$ cat config.mk
export PLATFORM = sky130hd
export DESIGN_NAME = dna4_ctrl
export DESIGN_NICKNAME = d
export VERILOG_FILES = /design/src/hw/rtl/dna_4mer_profile_compare_defines.svh /design/src/hw/rtl/dna4_pkg.sv /design/src/hw/rtl/dna4_ctrl.sv
export SDC_FILE = /design/constraint.sdc
export NUM_CORES = 1
export LEC_CHECK = 0
export BUFFER_PORTS_ARGS = -buffer_cell sky130_fd_sc_hd__buf_2
export CAP_MARGIN = 20
export CORE_UTILIZATION = 35
export CTS_CLUSTER_SIZE = 20
export DETAILED_ROUTE_END_ITERATION = 10
export GPL_TIMING_DRIVEN = 0
export HOLD_SLACK_MARGIN = 0.05
export PLACE_DENSITY = 0.67
export SYNTH_ARGS = -nofsm -noshare
export SYNTH_HDL_FRONTEND = slang
export SYNTH_SLANG_ARGS = --single-unit
$ cat constraint.sdc
create_clock -name clk -period 3.3 [get_ports clk]
set_input_delay 0.66 -clock clk [delete_from_list [all_inputs] [get_ports clk]]
set_output_delay 0.66 -clock clk [all_outputs]
set_load 0.01 [all_outputs]
$ cat src/hw/rtl/dna_4mer_profile_compare_defines.svh
// Assertion helpers for the 4-mer profile block.
// Both expect clk and rst_n in scope and stand quiet while reset is held.
`ifndef DNA_4MER_PROFILE_COMPARE_DEFINES_SVH
`define DNA_4MER_PROFILE_COMPARE_DEFINES_SVH

// Check that pre implies post in the same cycle
`define DNA4_ASSERT_IMP(label, pre, post) \
    label: assert property (@(posedge clk) disable iff (!rst_n) (pre) |-> (post)) \
        else $error("dna4 same-cycle check failed");

// Check that pre implies post in the next cycle
`define DNA4_ASSERT_NXT(label, pre, post) \
    label: assert property (@(posedge clk) disable iff (!rst_n) (pre) |=> (post)) \
        else $error("dna4 next-cycle check failed");

`endif

$ cat src/hw/rtl/dna4_pkg.sv
package dna4_pkg;

    // Defaults for the top-level parameters
    localparam int TABLE_ENTRIES_DEF = 256;
    localparam int COUNTER_BITS_DEF  = 16;

    // Field and result widths
    localparam int CODE_W  = 2;
    localparam int HIST_W  = 6;
    localparam int WORD_W  = 8;
    localparam int COUNT_W = 8;
    localparam int OUT_W   = 16;
    localparam int SCORE_W = 17;

    localparam logic [COUNT_W-1:0] COUNT_MAX = 8'hFF;
    localparam logic [OUT_W-1:0]   OUT_MAX   = 16'hFFFF;
    localparam logic [SCORE_W-1:0] SCORE_MAX = 17'h1FFFF;
    localparam logic [1:0]         SEEN_FULL = 2'd3;

    // Request and result codes
    localparam logic REQ_SYMBOL  = 1'b0;
    localparam logic REQ_COMPARE = 1'b1;
    localparam logic KIND_COUNT  = 1'b0;
    localparam logic KIND_SCORE  = 1'b1;

    // Controller to datapath commands
    typedef struct packed {
        logic clear_all;
        logic latch;
        logic wipe;
        logic cmp_rd;
        logic update;
        logic report;
    } dna4_cmd_t;

    // Datapath to controller status
    typedef struct packed {
        logic addr_last;
        logic last_flag;
    } dna4_sts_t;

endpackage

$ cat src/hw/rtl/dna4_ctrl.sv
module dna4_ctrl
    import dna4_pkg::*;
(
    input  logic      clk,
    input  logic      rst_n,
    input  logic      start,
    input  logic      req_type,
    input  logic      first_symbol,
    input  dna4_sts_t sts,
    output dna4_cmd_t cmd,
    output logic      busy
);

    typedef enum logic [7:0] {
        ST_INIT    = 8'b0000_0001,
        ST_IDLE    = 8'b0000_0010,
        ST_WIPE    = 8'b0000_0100,
        ST_SYM_RD  = 8'b0000_1000,
        ST_SYM_WR  = 8'b0001_0000,
        ST_CMP     = 8'b0010_0000,
        ST_CMP_END = 8'b0100_0000,
        ST_REPORT  = 8'b1000_0000
    } state_t;

    state_t state_reg;
    state_t state_next;

    // Sequence the transaction and issue datapath commands
    always_comb
    begin
        state_next = state_reg;
        cmd        = '0;
        unique case (state_reg)
            ST_INIT:
            begin
                cmd.clear_all = 1'b1;
                if (sts.addr_last)
                begin
                    state_next = ST_IDLE;
                end
            end
            ST_IDLE:
            begin
                if (start)
                begin
                    cmd.latch = 1'b1;
                    if (req_type == REQ_COMPARE)
                    begin
                        state_next = ST_CMP;
                    end
                    else if (first_symbol)
                    begin
                        state_next = ST_WIPE;
                    end
                    else
                    begin
                        state_next = ST_SYM_RD;
                    end
                end
            end
            ST_WIPE:
            begin
                cmd.wipe = 1'b1;
                if (sts.addr_last)
                begin
                    state_next = ST_SYM_RD;
                end
            end
            ST_SYM_RD:
            begin
                state_next = ST_SYM_WR;
            end
            ST_SYM_WR:
            begin
                cmd.update = 1'b1;
                state_next = sts.last_flag ? ST_REPORT : ST_IDLE;
            end
            ST_CMP:
            begin
                cmd.cmp_rd = 1'b1;
                if (sts.addr_last)
                begin
                    state_next = ST_CMP_END;
                end
            end
            ST_CMP_END:
            begin
                state_next = ST_REPORT;
            end
            ST_REPORT:
            begin
                cmd.report = 1'b1;
                state_next = ST_IDLE;
            end
            default:
            begin
                state_next = ST_INIT;
            end
        endcase
    end

    // Hold the state, start in the table clearing sweep
    always_ff @(posedge clk or negedge rst_n)
    begin
        if (!rst_n)
        begin
            state_reg <= ST_INIT;
        end
        else
        begin
            state_reg <= state_next;
        end
    end

    assign busy = (state_reg != ST_IDLE);

endmodule

==> results.toml <==
[routing]
wl_per_cell_um = 12.8
ant_nets = 0
drt-initial-drc-count = 22
wirelength_um = 1180
drtPass1Iterations = 4
drc_errors = 0
viasPerCell = 5.38
vias = 495

[clock_network]
cts_resized = 0
cts_root_buffer = "clkbuf_4"
cts_tree = "built"
cts_buffers = 3
clk_pin_slew_ns = 0.06
ctsHtreeMaxLevel = 1
hold_buffers = 0
cts_setup_buffers = 0
clock_latency_ns = 0.26
clockBufferDepth = 2
cts.sinks = 8

[critical_path]
required_ns = 2.64
crit_slowest_cell = "or4_4"
worstPathCellList = "or4_4 -> nor3_1 -> buf_2"
reg2reg_from = "state_reg[7]$_DFFE_PN0P_"
path_max_fanout = 8
critical_path.startpoint = "state_reg[7]$_DFFE_PN0P_"
rr_endpoint = "state_reg[1]$_DFFE_PN0P_"
worst_setup_path_end_kind = "output port"
critPathArrivalTime_ns = 1.86
r2r_slack_ns = 1.37
critPathMaxStageDelay_ns = 0.59
worstSetupPathType = "flip-flop to output port"
crit_path_end = "cmd[2]"
critPathLaunchType = "flip-flop"
reg2reg_depth = 4

[floorplanning]
fp-row-count = 13
ioPinCount = 14
core_um2 = 1330
die-height_um = 40.4
initial_core_util = 0.386
die_w_um = 40.4
die-area_um2 = 1630

[sta]
finalCritPeriodShare = 0.765
tightestPinTransition_ns = 0.392
final_hold_viol_count = 0
rsz0062_at_grt = "no"
finalCriticalPeriod_ns = 2.52
slew_violations = 0
slew_headroom = 0.739
setup_violations = 0
fmax_ghz = 0.396
hold_slack_ns = 0.234
worst_clock_skew_ns = 0.00395
tns_ns = 0

[yosys]
post_synth_num_cell_types = 28
synth_top_family_by_area = "simple AND/OR/NAND/NOR gates"
synth_compound_area_frac = 0.143
avgSynthCellArea_um2 = 8.59
syn_inst = 60
synth-xor-area-share = 0.0510
synthAdderAreaFrac = 0
ys_seq_area_frac = 0.391
synth.cell_area_um2 = 515
syn_nets = 67
yosys_warnings = 0
synthSimpleGateAreaFrac = 0.352
ys_seq_elements = 8
synthMuxAreaShare = 0.0194

[cells_and_area]
drive_above_1_share = 0.273
layout_common_cells = "buf_2, nor2_1, dfrtp_1"
final_common_cell = "buf_2"
largest_register_ffs = 8
antenna_cells = 0
syn_to_final_growth_pct = 21.4
fin_nets = 85

[min_path]
hold_path_class = "input pin to asynchronous set/reset pin"

[power]
peakVddDrop_uv = 305
leakage_nw = 0.306
power.density_nw_per_um2 = 651

[place]
place_congestion = 0.787
port_buffers = 13
hpwl_um = 890

[run]
max_cap_violations = 0

[run_status]
status = "complete, no violations"

[global_route]
grt_pass1_wl_um = 1890
grt.total_usage = 0.189
antenna_found_initial = 0
grt_max_degree = 10
grt_pass1_vias = 422
grt_overflow = 0
worst max-delay path, delay by kind of cell, from the launching register on:
| kind | cells | cell delay [ns] |
|---|---|---|
| AND/OR/NAND/NOR | 2 | 0.95 |
| buffers and inverters | 1 | 0.21 |
| flip-flops | 1 | 0.46 |
through the flow:
stage                     cells  power, mW  instance area, um^2  worst slack, ns  utilization
after floorplan              60      0.278                  515             1.27            -
after global placement       88      0.324                  599             1.06        0.449
after detailed placement     88      0.325                  599             1.04        0.449
after CTS                    92      0.409                  626            0.743        0.469
after global routing         92      0.444                  626            0.663        0.469
final                        92      0.407                  626            0.776        0.469
routing by layer:
layer / vias up / GRT usage / share of wire
li1: 248 / - / -
met5: - / 0 / 0
met4: 0 / 0.100 / 0.016
met1: 224 / 0.224 / 0.47
met2: 19 / 0.294 / 0.45
met3: 4 / 0.0667 / 0.054
cells in the mapped netlist:
library cell / n / area share
dfrtp_1: 7 / 0.34
nor2_1: 7 / 0.051
inv_1: 4 / 0.029
nand2_1: 4 / 0.029
o21ai_0: 4 / 0.039
nor3_1: 3 / 0.029
nor4_1: 3 / 0.036
a21oi_1: 2 / 0.019
and2_1: 2 / 0.024
and3_1: 2 / 0.024
clkbuf_1: 2 / 0.015
nand2b_1: 2 / 0.024
or4_4: 2 / 0.044
xnor2_1: 2 / 0.034
a21oi_2: 1 / 0.017
a22o_1: 1 / 0.017
a2bb2oi_1: 1 / 0.017
a32o_1: 1 / 0.019
and4b_1: 1 / 0.019
dfstp_2: 1 / 0.051
mux2i_1: 1 / 0.019
nand3_1: 1 / 0.0097
nand4b_1: 1 / 0.017
nor2b_1: 1 / 0.012
o21bai_1: 1 / 0.015
or3b_2: 1 / 0.017
or4_1: 1 / 0.015
xor2_1: 1 / 0.017
kinds of logic (layout without fill, tap and decap cells):
logic type	count (synthesis)	in the layout
and+or+nand+nor	31	31
AOI/OAI and AO/OA	11	11
DFF	8	8
buffers and inverters	6	23
xor gates and xnor gates	3	3
muxes	1	1
worst min path at each step:
stage | startpoint | end | cells past startpoint
global placement | rst_n | state_reg[4]$_DFFE_PN0P_ | 1
floorplan | rst_n | state_reg[1]$_DFFE_PN0P_ | 0
detailed placement | rst_n | state_reg[4]$_DFFE_PN0P_ | 1
global route | rst_n | state_reg[6]$_DFFE_PN0P_ | 1
finish | rst_n | state_reg[6]$_DFFE_PN0P_ | 1
CTS | rst_n | state_reg[1]$_DFFE_PN0P_ | 1
cell type report:
cell class | count | area (um^2)
Buffer | 2 | 7.51
Clock buffer | 4 | 26.3
Fill cell | 143 | 708
Inverter | 4 | 15.0
Multi-Input combinational cell | 46 | 292
Sequential cell | 8 | 201
Tap cell | 15 | 18.8
Timing Repair Buffer | 13 | 65.1
where the power goes:
group          switching (mW)  internal [mW]  total (mW)  leakage (nW)
combinational          0.0997         0.0899       0.190         0.184
sequential             0.0181          0.118       0.136         0.106
clock                  0.0351         0.0464      0.0815        0.0150
total                   0.153          0.254       0.407         0.306
Note: power is estimated with default switching activity, not from simulation.
